### config.mk
export PLATFORM = sky130hd
export DESIGN_NAME = voice_activity_phrase_segmenter
export DESIGN_NICKNAME = d
export VERILOG_FILES = /design/src/hdl/vaps_pkg.sv /design/src/hdl/vaps_accum.sv /design/src/hdl/vaps_detect.sv /design/src/hdl/vaps_phrase.sv /design/src/hdl/voice_activity_phrase_segmenter.sv
export SDC_FILE = /design/constraint.sdc
export NUM_CORES = 1
export LEC_CHECK = 0
export BUFFER_PORTS_ARGS = -buffer_cell sky130_fd_sc_hd__buf_2
export CORE_AREA = 10 10 248 250
export CTS_CLUSTER_DIAMETER = 80
export DETAILED_ROUTE_END_ITERATION = 8
export DIE_AREA = 0 0 258 260
export PLACE_DENSITY_LB_ADDON = 0.2
export SKIP_CTS_REPAIR_TIMING = 1
export SLEW_MARGIN = 20
export SYNTH_ARGS = -nofsm -noshare
export SYNTH_HDL_FRONTEND = slang
export SYNTH_SLANG_ARGS = --single-unit
### constraint.sdc
create_clock -name clk -period 8.93 [get_ports clk]
set_input_delay 0 -clock clk [delete_from_list [all_inputs] [get_ports clk]]
set_output_delay 0 -clock clk [all_outputs]
set_load 0.01 [all_outputs]
### src/hdl/vaps_pkg.sv
// Shared types, register codes and defaults of the voice activity phrase segmenter.
package vaps_pkg;

  localparam int CHUNK_MAX_DEFAULT = 4096;

  localparam int CFG_INDEX_W = 3;
  localparam int CFG_DATA_W  = 24;
  localparam int BYTES_W     = 24;
  localparam int TIME_W      = 32;
  localparam int SAMPLE_W    = 16;
  localparam int S_TDATA_W   = 48;
  localparam int M_TDATA_W   = 32;

  // Result word layout, lowest bit first.
  localparam int M_ACTIVE_BIT = 0;
  localparam int M_KEEP_BIT   = 1;
  localparam int M_START_BIT  = 2;
  localparam int M_EMIT_BIT   = 3;
  localparam int M_BYTES_LSB  = 4;
  localparam int M_BYTES_MSB  = M_BYTES_LSB + BYTES_W - 1;

  typedef enum logic [CFG_INDEX_W-1:0] {
    CFG_THRESHOLD = 3'd0,
    CFG_GAP_MS    = 3'd1,
    CFG_MIN_BYTES = 3'd2,
    CFG_MAX_BYTES = 3'd3,
    CFG_MODE      = 3'd4
  } cfg_index_t;

  typedef struct packed {
    logic [15:0]        threshold;
    logic [15:0]        gap_ms;
    logic [BYTES_W-1:0] min_bytes;
    logic [BYTES_W-1:0] max_bytes;
    logic               mode_8bit;
  } cfg_t;

  localparam logic [15:0]        THRESHOLD_RESET = 16'd655;
  localparam logic [15:0]        GAP_MS_RESET    = 16'd1000;
  localparam logic [BYTES_W-1:0] MIN_BYTES_RESET = 24'd32000;
  localparam logic [BYTES_W-1:0] MAX_BYTES_RESET = 24'd960000;
  localparam logic [BYTES_W-1:0] BYTES_SAT       = 24'hFFFFFF;

endpackage

### src/hdl/vaps_accum.sv
// Sample magnitude, per-chunk accumulation and the chunk register.
module vaps_accum #(
  parameter int CHUNK_MAX = vaps_pkg::CHUNK_MAX_DEFAULT,
  parameter int CNT_W     = $clog2(CHUNK_MAX + 1),
  parameter int SUM_W     = CNT_W + 15
) (
  input  logic                          clk,
  input  logic                          rst,
  input  logic                          mode_8bit,
  input  logic                          in_valid,
  output logic                          in_ready,
  input  logic [vaps_pkg::SAMPLE_W-1:0] sample,
  input  logic                          chunk_last,
  input  logic [vaps_pkg::TIME_W-1:0]   time_ms,
  output logic                          ch_valid,
  input  logic                          ch_ready,
  output logic [SUM_W-1:0]              ch_sum,
  output logic [CNT_W-1:0]              ch_count,
  output logic [vaps_pkg::TIME_W-1:0]   ch_time
);

  logic [SUM_W-1:0] sum;
  logic [CNT_W-1:0] count;
  logic [SUM_W-1:0] sum_next;
  logic [CNT_W-1:0] count_next;
  logic [15:0]      mag;
  logic [7:0]       dist8;
  logic             take;
  logic             room;

  assign in_ready = !ch_valid || ch_ready;
  assign take     = in_valid && in_ready;

  always_comb begin
    dist8 = (sample[7]) ? (sample[7:0] - 8'd128) : (8'd128 - sample[7:0]);
    if (mode_8bit) begin
      mag = {dist8, 8'd0};
    end else if (sample[15]) begin
      // Negation of -32768 wraps to 0x8000, which is the wanted 32768.
      mag = ~sample + 16'd1;
    end else begin
      mag = sample;
    end
  end

  // Samples past the chunk limit are dropped from both sum and count.
  assign room       = count < CNT_W'(CHUNK_MAX);
  assign sum_next   = room ? (sum + SUM_W'(mag)) : sum;
  assign count_next = room ? (count + CNT_W'(1)) : count;

  always_ff @(posedge clk) begin
    if (rst) begin
      sum      <= '0;
      count    <= '0;
      ch_valid <= 1'b0;
    end else begin
      if (take && chunk_last) begin
        sum      <= '0;
        count    <= '0;
        ch_valid <= 1'b1;
      end else begin
        if (take) begin
          sum   <= sum_next;
          count <= count_next;
        end
        if (ch_ready) begin
          ch_valid <= 1'b0;
        end
      end
    end
  end

  always_ff @(posedge clk) begin
    if (take && chunk_last) begin
      ch_sum   <= sum_next;
      ch_count <= count_next;
      ch_time  <= time_ms;
    end
  end

endmodule

### src/hdl/vaps_detect.sv
// Chunk energy test against the threshold and chunk byte size.
module vaps_detect #(
  parameter int CHUNK_MAX = vaps_pkg::CHUNK_MAX_DEFAULT,
  parameter int CNT_W     = $clog2(CHUNK_MAX + 1),
  parameter int SUM_W     = CNT_W + 15
) (
  input  logic                        clk,
  input  logic                        rst,
  input  vaps_pkg::cfg_t              cfg,
  input  logic                        ch_valid,
  output logic                        ch_ready,
  input  logic [SUM_W-1:0]            ch_sum,
  input  logic [CNT_W-1:0]            ch_count,
  input  logic [vaps_pkg::TIME_W-1:0] ch_time,
  output logic                        dt_valid,
  input  logic                        dt_ready,
  output logic                        dt_active,
  output logic [CNT_W:0]              dt_bytes,
  output logic [vaps_pkg::TIME_W-1:0] dt_time
);

  logic [SUM_W:0] lhs;
  logic [SUM_W:0] rhs;
  logic           take;

  // 2*sum > threshold*count, i.e. mean/32768 > threshold/65536.
  assign lhs      = {ch_sum, 1'b0};
  assign rhs      = (SUM_W + 1)'(cfg.threshold) * (SUM_W + 1)'(ch_count);
  assign ch_ready = !dt_valid || dt_ready;
  assign take     = ch_valid && ch_ready;

  always_ff @(posedge clk) begin
    if (rst) begin
      dt_valid <= 1'b0;
    end else if (take) begin
      dt_valid <= 1'b1;
    end else if (dt_ready) begin
      dt_valid <= 1'b0;
    end
  end

  always_ff @(posedge clk) begin
    if (take) begin
      dt_active <= lhs > rhs;
      dt_bytes  <= cfg.mode_8bit ? {1'b0, ch_count} : {ch_count, 1'b0};
      dt_time   <= ch_time;
    end
  end

endmodule

### src/hdl/vaps_phrase.sv
// Phrase state update and the result register.
module vaps_phrase #(
  parameter int CHUNK_MAX = vaps_pkg::CHUNK_MAX_DEFAULT,
  parameter int CNT_W     = $clog2(CHUNK_MAX + 1)
) (
  input  logic                           clk,
  input  logic                           rst,
  input  vaps_pkg::cfg_t                 cfg,
  input  logic                           dt_valid,
  output logic                           dt_ready,
  input  logic                           dt_active,
  input  logic [CNT_W:0]                 dt_bytes,
  input  logic [vaps_pkg::TIME_W-1:0]    dt_time,
  output logic                           out_valid,
  input  logic                           out_ready,
  output logic [vaps_pkg::M_TDATA_W-1:0] out_data
);

  logic                           capturing;
  logic                           capturing_next;
  logic [vaps_pkg::BYTES_W-1:0]   byte_count;
  logic [vaps_pkg::BYTES_W-1:0]   byte_count_next;
  logic [vaps_pkg::TIME_W-1:0]    last_activity;
  logic [vaps_pkg::BYTES_W-1:0]   base;
  logic [vaps_pkg::BYTES_W:0]     total;
  logic [vaps_pkg::BYTES_W-1:0]   sat;
  logic [vaps_pkg::TIME_W-1:0]    quiet_ms;
  logic                           keep;
  logic                           start;
  logic                           emit;
  logic [vaps_pkg::M_TDATA_W-1:0] data_next;
  logic                           take;

  assign dt_ready = !out_valid || out_ready;
  assign take     = dt_valid && dt_ready;

  always_comb begin
    start    = dt_active && !capturing;
    keep     = dt_active || capturing;
    base     = start ? '0 : byte_count;
    total    = (vaps_pkg::BYTES_W + 1)'(base) + (vaps_pkg::BYTES_W + 1)'(dt_bytes);
    sat      = total[vaps_pkg::BYTES_W] ? vaps_pkg::BYTES_SAT : total[vaps_pkg::BYTES_W-1:0];
    quiet_ms = dt_time - last_activity;
    if (dt_active) begin
      emit = sat > cfg.max_bytes;
    end else begin
      emit = capturing && (quiet_ms > vaps_pkg::TIME_W'(cfg.gap_ms)) && (sat > cfg.min_bytes);
    end
    capturing_next  = emit ? 1'b0 : keep;
    byte_count_next = emit ? '0 : (keep ? sat : byte_count);

    data_next = '0;
    data_next[vaps_pkg::M_ACTIVE_BIT] = dt_active;
    data_next[vaps_pkg::M_KEEP_BIT]   = keep;
    data_next[vaps_pkg::M_START_BIT]  = start;
    data_next[vaps_pkg::M_EMIT_BIT]   = emit;
    data_next[vaps_pkg::M_BYTES_MSB:vaps_pkg::M_BYTES_LSB] = keep ? sat : '0;
  end

  always_ff @(posedge clk) begin
    if (rst) begin
      out_valid     <= 1'b0;
      capturing     <= 1'b0;
      byte_count    <= '0;
      last_activity <= '0;
    end else begin
      if (take) begin
        out_valid  <= 1'b1;
        capturing  <= capturing_next;
        byte_count <= byte_count_next;
        if (dt_active) begin
          last_activity <= dt_time;
        end
      end else if (out_ready) begin
        out_valid <= 1'b0;
      end
    end
  end

  always_ff @(posedge clk) begin
    if (take) begin
      out_data <= data_next;
    end
  end

endmodule

### src/hdl/voice_activity_phrase_segmenter.sv
// Top level of the voice activity phrase segmenter: registers and stage wiring.
//
//   channel   direction  handshake          payload
//   s_*       in         tvalid / tready    tdata: sample, time_ms; tlast: chunk_last
//   m_*       out        tvalid / tready    tdata: flags and phrase byte count
//   cfg_*     in         valid / ready      cfg_index, cfg_data
//
// One sample is accepted every cycle while s_tready is high. The edge that accepts a chunk's
// last sample loads the chunk register; the energy test register and the result register
// follow in turn, each loaded when the one before it is taken, and the result drives m_tvalid.
// Each stage holds its item while the next one is full, so a stalled m_tready only
// blocks s_tready once all three stages are occupied.
// Reset clears the sums, valid flags and phrase state and loads the configuration defaults.
module voice_activity_phrase_segmenter #(
  parameter int CHUNK_MAX = vaps_pkg::CHUNK_MAX_DEFAULT
) (
  input  logic                             clk,
  input  logic                             rst,
  input  logic                             s_tvalid,
  output logic                             s_tready,
  input  logic [vaps_pkg::S_TDATA_W-1:0]   s_tdata,  // [15:0] sample, [47:16] time_ms
  input  logic                             s_tlast,
  output logic                             m_tvalid,
  input  logic                             m_tready,
  // [0] voice_active, [1] chunk_keep, [2] phrase_start, [3] phrase_emit,
  // [27:4] phrase_bytes, [31:28] zero
  output logic [vaps_pkg::M_TDATA_W-1:0]   m_tdata,
  input  logic                             cfg_valid,
  output logic                             cfg_ready,
  input  logic [vaps_pkg::CFG_INDEX_W-1:0] cfg_index,
  input  logic [vaps_pkg::CFG_DATA_W-1:0]  cfg_data
);

  localparam int CNT_W = $clog2(CHUNK_MAX + 1);
  localparam int SUM_W = CNT_W + 15;

  vaps_pkg::cfg_t              cfg;
  logic                        ch_valid;
  logic                        ch_ready;
  logic [SUM_W-1:0]            ch_sum;
  logic [CNT_W-1:0]            ch_count;
  logic [vaps_pkg::TIME_W-1:0] ch_time;
  logic                        dt_valid;
  logic                        dt_ready;
  logic                        dt_active;
  logic [CNT_W:0]              dt_bytes;
  logic [vaps_pkg::TIME_W-1:0] dt_time;

  assign cfg_ready = 1'b1;

  always_ff @(posedge clk) begin
    if (rst) begin
      cfg.threshold <= vaps_pkg::THRESHOLD_RESET;
      cfg.gap_ms    <= vaps_pkg::GAP_MS_RESET;
      cfg.min_bytes <= vaps_pkg::MIN_BYTES_RESET;
      cfg.max_bytes <= vaps_pkg::MAX_BYTES_RESET;
      cfg.mode_8bit <= 1'b0;
    end else if (cfg_valid && cfg_ready) begin
      case (cfg_index)
        vaps_pkg::CFG_THRESHOLD: cfg.threshold <= cfg_data[15:0];
        vaps_pkg::CFG_GAP_MS:    cfg.gap_ms    <= cfg_data[15:0];
        vaps_pkg::CFG_MIN_BYTES: cfg.min_bytes <= cfg_data;
        vaps_pkg::CFG_MAX_BYTES: cfg.max_bytes <= cfg_data;
        vaps_pkg::CFG_MODE:      cfg.mode_8bit <= cfg_data[0];
        default: ;
      endcase
    end
  end

  vaps_accum #(
    .CHUNK_MAX(CHUNK_MAX),
    .CNT_W    (CNT_W),
    .SUM_W    (SUM_W)
  ) u_accum (
    .clk       (clk),
    .rst       (rst),
    .mode_8bit (cfg.mode_8bit),
    .in_valid  (s_tvalid),
    .in_ready  (s_tready),
    .sample    (s_tdata[15:0]),
    .chunk_last(s_tlast),
    .time_ms   (s_tdata[47:16]),
    .ch_valid  (ch_valid),
    .ch_ready  (ch_ready),
    .ch_sum    (ch_sum),
    .ch_count  (ch_count),
    .ch_time   (ch_time)
  );

  vaps_detect #(
    .CHUNK_MAX(CHUNK_MAX),
    .CNT_W    (CNT_W),
    .SUM_W    (SUM_W)
  ) u_detect (
    .clk      (clk),
    .rst      (rst),
    .cfg      (cfg),
    .ch_valid (ch_valid),
    .ch_ready (ch_ready),
    .ch_sum   (ch_sum),
    .ch_count (ch_count),
    .ch_time  (ch_time),
    .dt_valid (dt_valid),
    .dt_ready (dt_ready),
    .dt_active(dt_active),
    .dt_bytes (dt_bytes),
    .dt_time  (dt_time)
  );

  vaps_phrase #(
    .CHUNK_MAX(CHUNK_MAX),
    .CNT_W    (CNT_W)
  ) u_phrase (
    .clk      (clk),
    .rst      (rst),
    .cfg      (cfg),
    .dt_valid (dt_valid),
    .dt_ready (dt_ready),
    .dt_active(dt_active),
    .dt_bytes (dt_bytes),
    .dt_time  (dt_time),
    .out_valid(m_tvalid),
    .out_ready(m_tready),
    .out_data (m_tdata)
  );

endmodule

After elaboration in Yosys (flattened, before gate mapping). Index checks and enable logic that the tools add are counted. Widths: inputs -> output; s select.

Word-level logic and storage cells: 87. Flip-flop bits (word level): 330. Output and inout bits: 35. Input port bits: 81.

Reduce and logical (&&, ||, !) cells: 28. Bitwise gates (word level): 1. $lt $le $gt $ge: 5. Mux-type cells: 18. $mul: 1. $add $sub $neg: 7. Equality and inequality tests: 4.

Operator list (number): $mux 24 (4); $gt 24x24->1 (2); $gt 32x16->1 (1); $mux 16 (2); $sub 32x32->32 (1); $gt 29x29->1 (1); $mul 16x13->29 (1); $add 28x16->28 (1); $mux 28 (1); $mux 13 (2); $add 24x14->25 (1); $add 16x1->16 const B (1); $not 16->16 (1); $reduce_and 2->1 (7); $add 13x1->13 const B (1); $lt 13x13->1 const B (1); $mux 1 (8); $mux 8 (1); $reduce_bool 2->1 (4); $sub 8x8->8 const A (1); $sub 8x8->8 const B (1); $logic_and 1x1->1 (7); $eq 3x2->1 const B (2); $logic_not 1->1 (4); other kinds (5) (8).

Logic depth before layout (Yosys ltp). Gate-level depths: netlist of the first run.

Word-level depth: 10. Gate-level depth with buffers: 32. Depth with buffers taken out: 29.

Cells and area by module. Synthesis of the first run repeated with hierarchy kept, for this count alone.

Cell total of the unflattened synthesis: 2864. Area, all modules: 26075.0 µm².

By module, submodules not included: vaps_detect (seq. area each 1431.4 µm², area an instance 9118.7 µm², instances 1, cells each 958); vaps_phrase (seq. area each 2001.9 µm², area an instance 7777.5 µm², instances 1, cells each 1019); vaps_accum (seq. area each 3032.9 µm², area an instance 5835.6 µm², instances 1, cells each 568); voice_activity_phrase_segmenter (seq. area each 1621.6 µm², area an instance 3343.2 µm², instances 1, cells each 319).

Least setup slack after synthesis of the first run. No wires, ideal clock.

Path type: flip-flop to flip-flop. Start: register u_accum.ch_count[6]. End: register u_detect.dt_active, data pin. Data required time: 8.663 ns. Cell stages (with the launch flop): 30. Setup time: 0.267 ns. Setup slack: 1.625 ns. Buffers on the path: 2. Data arrival time: 7.038 ns. Period minus slack after synthesis: 7.305 ns. Cell sequence: edfxtp_1 clkbuf_1 clkbuf_1 nand2_1 fa_1 fa_1 fa_1 inv_1 fa_1 inv_1 fa_1 inv_1 ha_1 a21o_1 a21o_1 or3_1 and3_1 a2111oi_0 o31ai_1 nor3_1 o21bai_1 a21oi_1 xor2_1 ha_1 a21o_1 a21o_1 a21oi_1 o211ai_1 a2111oi_0 nor2_1.

Longest elaborated chain between the ends: 2.

RTL lines: from (decl) (RTL line vaps_accum.sv:18) `output logic [CNT_W-1:0] ch_count,`; from (signal assigned) (RTL line vaps_accum.sv:76) `ch_count <= count_next;`; $mul 16x13->29 (RTL line vaps_detect.sv:28) `assign rhs = (SUM_W + 1)'(cfg.threshold) * (SUM_W + 1)'(ch_count);`; $gt 29x29->1 (RTL line vaps_detect.sv:44) `dt_active <= lhs > rhs;`; to (signal assigned) (RTL line vaps_detect.sv:44); to (decl) (RTL line vaps_detect.sv:17) `output logic dt_active,`.

No other way between the ends. A chain may end at the register's enable or synchronous reset.

Worst setup path in the final report of the first run.
Start: register u_detect.dt_active. End: register u_phrase.byte_count[15] (netlist bit).

Longest elaborated chain between the ends: 9. Elaborated cells on any way between the ends: 13. Those cells by class: 1 x add/sub; 2 x order compare; 5 x mux; 5 x reduce/logical.

RTL lines: $logic_and 1x1->1 (*) (RTL line vaps_phrase.sv:38) `start = dt_active && !capturing;`; $mux 24 (*) (RTL line vaps_phrase.sv:40) `base = start ? '0 : byte_count;`; $add 24x14->25 (*) (RTL line vaps_phrase.sv:41) `total = (vaps_pkg::BYTES_W + 1)'(base) + (vaps_pkg::BYTES_W + 1)'(dt_bytes);`; $mux 24 (*) (RTL line vaps_phrase.sv:42) `sat = total[vaps_pkg::BYTES_W] ? vaps_pkg::BYTES_SAT : total[vaps_pkg::BYTES_W-1:0];`; named net u_phrase.sat, one bit (RTL line vaps_phrase.sv:26) `logic [vaps_pkg::BYTES_W-1:0] sat;`; $gt 24x24->1 (RTL line vaps_phrase.sv:47) `emit = capturing && (quiet_ms > vaps_pkg::TIME_W'(cfg.gap_ms)) && (sat > cfg.min_bytes);`; $logic_and 1x1->1 (RTL line vaps_phrase.sv:47); $mux 1 (*) (RTL line vaps_phrase.sv:44) `if (dt_active) begin`; $reduce_bool 2->1 (no source line); $reduce_and 2->1 (no source line); to (signal assigned) (RTL line vaps_phrase.sv:70) `byte_count <= byte_count_next;`; to (decl) (RTL line vaps_phrase.sv:21) `logic [vaps_pkg::BYTES_W-1:0] byte_count;`.

Mark *: on every way through the listed nets, which the timed path passes. The rest lies on a longest branch. The select of a mux whose other input is x is not followed.

==> results of run 1 <==
[kinds of logic (layout without fill, tap and decap cells)]
family	after synthesis	after routing	share of synthesized area, %
AO/OA/AOI/OAI	505	505	12.5
flip-flops	330	330	32.1
adder cells (fa/ha/maj)	387	387	23.9
buffers and inverters	484	640	7.35
XOR/XNOR	127	127	4.42
other	2	6	0.0298
multiplexers	21	21	0.915
AND/OR/NAND/NOR	1019	1019	18.7
[flip-flops by register name, summed over array words and instances (netlist names), 13 cells and up]
signal	flops
u_accum.ch_count	13
u_accum.ch_time	32
u_accum.ch_sum	28
cfg	81
u_phrase.out_data	28
u_accum.count	13
u_detect.dt_bytes	14
u_detect.dt_time	32
u_phrase.last_activity	32
u_accum.sum	28
u_phrase.byte_count	24
[per-stage QoR]
step                util [%]  setup WS (ns)  hold slack (ns)  instance area [sq um]
CTS                     49.1        -0.0710           -0.428                  27600
finish                  50.3          0.508           0.0918                  28300
detailed placement      46.9        -0.0586            0.178                  26400
floorplan                  -           1.62           0.0989                  25200
global route            50.3         0.0378            0.126                  28300
global placement        46.9         0.0898            0.176                  26400
[synth_stat cells, types with 31 or more instances]
library cell | count | area, sq um
nor2b_1 | 31 | 194
nor3_1 | 48 | 240
a21oi_1 | 203 | 1020
inv_1 | 369 | 1390
ha_1 | 230 | 2880
dfxtp_1 | 182 | 3640
xnor2_1 | 70 | 613
fa_1 | 157 | 3140
clkbuf_1 | 103 | 387
edfxtp_1 | 148 | 4440
xor2_1 | 57 | 499
nand2_1 | 479 | 1800
o21a_1 | 37 | 278
nand3_1 | 31 | 155
o21ai_0 | 92 | 460
and2_1 | 123 | 769
nor2_1 | 175 | 657
[critical path, delay by kind of cell (launching register included)]
family | cells | cell delay, ns
buffers and inverters | 4 | 0.83
and+or+nand+nor | 10 | 3.22
adders and majority gates | 3 | 0.77
DFF | 1 | 0.54
AOI/OAI and AO/OA | 11 | 2.94
[cell type report]
type / count / area [sq um]
Antenna cell: 1 / 2.50
Clock inverter: 22 / 191
Inverter: 369 / 1390
Clock buffer: 50 / 1040
Sequential cell: 330 / 8090
Tap cell: 756 / 946
Fill cell: 5337 / 28000
Timing Repair Buffer: 199 / 1390
Multi-Input combinational cell: 2064 / 15300
[report_power, final]
part | switching (uW) | internal, uW
registers | 38.8 | 1640
logic | 613 | 416
clock network | 663 | 890
total | 1310 | 2940
[per-layer routing]
metal  vias up  GRT usage, %
met5         -             0
met4         0          5.52
met3        90          2.29
met2       432          33.1
met1      9559          25.9
li1       9793             -
[worst min-delay path by stage]
stage	to	slack (ns)	start
final	u_accum.ch_sum[0]	0.09	s_tdata[0]
after global routing	u_accum.ch_time[14]	0.13	s_tdata[30]
after CTS	u_accum.ch_time[4]	-0.43	s_tdata[20]
after detailed placement	u_accum.ch_time[18]	0.18	s_tdata[34]
after global placement	u_accum.ch_time[13]	0.18	s_tdata[29]
after floorplan	u_accum.ch_time[0]	0.1	s_tdata[16]
==> results.toml, run 1 <==
[sta]
period_needed_ns = 8.42
max_freq_mhz = 119
tightestPinTransition_ns = 1.09
fin_tns_setup_ns = 0
fin_skew_ns = 0.0284
maxSlewViolCount = 0
slew_headroom_pct = 26.9
rsz0062_at_grt = "false"
timing.final.crit_share_pct = 94.3
setup_viol = 0
hold_violations = 0

[routing]
ant_nets = 0
vias = 19874
routedWlPerCell_um = 17.6
routed-wl-met2_um = 32100
drc = 0
wl_met3_um = 2840
top_layer_used = "met4"
met1Wirelength_um = 30200
drt_iter0_drc = 1410
via_per_inst = 5.24
dr.pass1.iters = 5
finalWirelength_um = 66700

[yosys]
synth_cell_types = 78
synth_cells = 2875
ys_ff_latch = 330
syn_avg_cell_area_sq_um = 8.75
synth_edf_count = 148
synthArstFlopShare_pct = 0
synth_top_flop_cell = "dfxtp_1"
syn_area_sq_mm = 0.0252
ys_warn_count = 0
yosysSeqAreaShare_pct = 32.1

[finish]
area_delta_synth_final_pct = 12.6
layout_common_cells = "479 x nand2_1, 368 x inv_1, 230 x ha_1"
layoutNonFillerInstCount = 3791
fin_nets = 3471
drive_above_1_share_pct = 8.17
final_common_cell = "nand2_1"

[clock_tree]
cts_tree = "built"
ctsLongestPathBuffers = 3
cts.htree.levels = 2
clk_pin_slew_ns = 0.06
root_buffer = "clkbuf_16"
insertion_delay_ns = 0.57
cts_sinks = 330
cts_buffers = 39

[critical_path]
r2r_end = "u_phrase.byte_count[15]"
critical-path-max-stage-delay_ns = 0.62
ff2ff_path_depth = 28
worst_path_max_delay_cell = "or4_4"
worstPathRequired_ns = 9.40
reg2reg_from = "u_detect.dt_active"
critPathLaunch = "u_detect.dt_active"
crit_end = "u_phrase.byte_count[15]"
criticalPathCategory = "reg2reg"
start_kind = "register"
ff2ff_setup_slack_ns = 0.51
endpoint_kind = "register"
cp_max_fo = 17
arrival_ns = 8.89

[die]
die_area_sq_mm = 0.0671
rows = 87
die_h_um = 260
die_w_um = 258
start_util_pct = 44.7
core_sq_mm = 0.0563
io_pins = 116

[power]
power_uw = 4260
ir_drop_v = 0.000137
power_density_mw_per_mm2 = 150
p_leak_uw = 0.0121

[grt]
grt_usage_pct = 19.5
grt_pass1_wl_um = 106000
antenna_found_initial = 0
grt_pass1_vias = 19591
overflow = 0
grt_max_degree = 75

[placed_design]
portBuffers = 110
dpl.hpwl_um = 51700
routabilityCongestion = 0.896
dp.cells = 3652

[outcome]
status = "completed"

[job]
cap_violations = 0

[worst_hold_path]
min_path_cells = 5
hp-class = "in2reg"
Power figures use the tool's default switching activity.
==> inputs of run 2 (changes only) <==
MAX_ROUTING_LAYER = met4   (was unset)
==> run 2 against run 1 <==
  * The run now ends with hold timing left
  * Critical path depth is the same
  * Combinational power is essentially flat
  * Count of clock-buffer cells in the layout grew 2
  * Worst hold slack got worse by 0.13 ns
  * Sequential cell count unchanged
  * Power rose by 2.6%
  * Cell area up 0.26%
  * Critical endpoint unchanged
  * Largest power group unchanged
==> results.toml, run 2 (synthesis gave the netlist of run 1 again) <==
[critical_path]
ff2ff_setup_slack_ns = 0.49
reg2reg_from = "u_detect.dt_active"
worstPathRequired_ns = 9.38
ff2ff_path_depth = 28
r2r_end = "u_phrase.byte_count[15]"
arrival_ns = 8.89
criticalPathCategory = "reg2reg"
critPathLaunch = "u_detect.dt_active"
cp_max_fo = 17
start_kind = "register"
critical-path-max-stage-delay_ns = 0.62
endpoint_kind = "register"
worst_path_max_delay_cell = "or4_4"
crit_end = "u_phrase.byte_count[15]"

[die]
die_h_um = 260
rows = 87
core_sq_mm = 0.0563
io_pins = 116
die_area_sq_mm = 0.0671
start_util_pct = 44.7
die_w_um = 258

[routing]
via_per_inst = 5.24
drt_iter0_drc = 1124
finalWirelength_um = 66800
dr.pass1.iters = 5
drc = 0
vias = 19840
routedWlPerCell_um = 17.6
ant_nets = 0

[clock_tree]
clk_pin_slew_ns = 0.06
cts_buffers = 39
ctsLongestPathBuffers = 3
cts_tree = "built"
root_buffer = "clkbuf_16"
cts.htree.levels = 2
cts_sinks = 330
insertion_delay_ns = 0.56

[placed_design]
routabilityCongestion = 0.915
portBuffers = 110
dpl.hpwl_um = 51900

[sta]
fin_tns_setup_ns = 0
timing.final.crit_share_pct = 94.5
rsz0062_at_grt = "false"
maxSlewViolCount = 0
period_needed_ns = 8.44
max_freq_mhz = 119
tightestPinTransition_ns = 1.04
slew_headroom_pct = 30.2
fin_skew_ns = 0.0206
hold_violations = 15
setup_viol = 0
fin_hold_ws_ns = -0.0388

[worst_hold_path]
hold_start = "rst"
hp-class = "in2reg"
min_path_cells = 2

[finish]
drive_above_1_share_pct = 8.42
final_common_cell = "nand2_1"
layout_common_cells = "479 x nand2_1, 368 x inv_1, 230 x ha_1"
nFillCells = 5274
largest_reg_flops = 81
fin_nets = 3468
area_delta_synth_final_pct = 12.9
top_register = "cfg"

[grt]
antenna_found_initial = 1
grt_pass1_vias = 19289
grt_max_degree = 75
grt_usage_pct = 20.0
grt_pass1_wl_um = 105000
overflow = 0

[power]
p_leak_uw = 0.0121
power_density_mw_per_mm2 = 154
power_uw = 4370
ir_drop_v = 0.000125

[outcome]
violations = "hold timing"
status = "finished with violations"

[job]
cap_violations = 0
[run 2: cell types whose count changed in the layout (fill, tap and decap cells not counted), sizes merged]
| cell | delta |
|---|---|
| buf | +1 |
| inv | -2 |
| clkinvlp | +2 |
| clkbuf | +2 |
| bufinv | +2 |
| clkinv | -5 |
| dlygate4sd3 | -4 |
[run 2: cell type report]
| class | count | area, sq um | area share [%] |
|---|---|---|---|
| multi-input combinational | 2064 | 15300 | 53.9 |
| sequential | 330 | 8090 | 28.5 |
| inverter | 369 | 1390 | 4.88 |
| timing repair buffer | 196 | 1350 | 4.77 |
| clock buffer | 52 | 1120 | 3.93 |
| tap | 756 | 946 | 3.33 |
| clock inverter | 19 | 206 | 0.727 |
| antenna | 1 | 2.50 | 0.00881 |
[run 2: per-stage QoR]
step / area, sq um / setup slack, ns / util (%) / instances
floorplan: 25200 / 1.62 / - / 2878
global placement: 26400 / 0.107 / 46.9 / 3653
detailed placement: 26400 / -0.0565 / 46.9 / 3653
CTS: 27700 / -0.101 / 49.3 / 3724
global route: 28400 / 0.0119 / 50.5 / 3787
finish: 28400 / 0.493 / 50.5 / 3787
[run 2: critical path, delay by kind of cell (launching register included)]
family	cells	cell delay [ns]
AOI/OAI and AO/OA	11	3.02
adders and majority gates	3	0.76
buffers and inverters	4	0.82
DFF	1	0.53
and+or+nand+nor	10	3.18
[run 2: worst min path at each step]
stage                                endpoint  slack (ns)
after floorplan            u_accum.ch_time[0]         0.1
after global placement    u_accum.ch_time[26]        0.18
after detailed placement  u_accum.ch_time[19]        0.18
after CTS                 u_accum.ch_time[27]       -0.41
after global routing                  cfg[44]       0.005
final                                 cfg[21]       -0.04
[run 2: power breakdown]
group / internal (uW) / switching [uW]
clock network: 997 / 651
logic: 415 / 632
registers: 1640 / 36.2
total: 3050 / 1320
[run 2: routing by layer]
metal | up-vias | track usage, % | wire length, um
li1 | 9790 | - | -
met1 | 9541 | 25.6 | 30400
met2 | 413 | 32.6 | 32200
met3 | 96 | 2.46 | 2430
met4 | 0 | 6.50 | 1830
met5 | - | - | 0
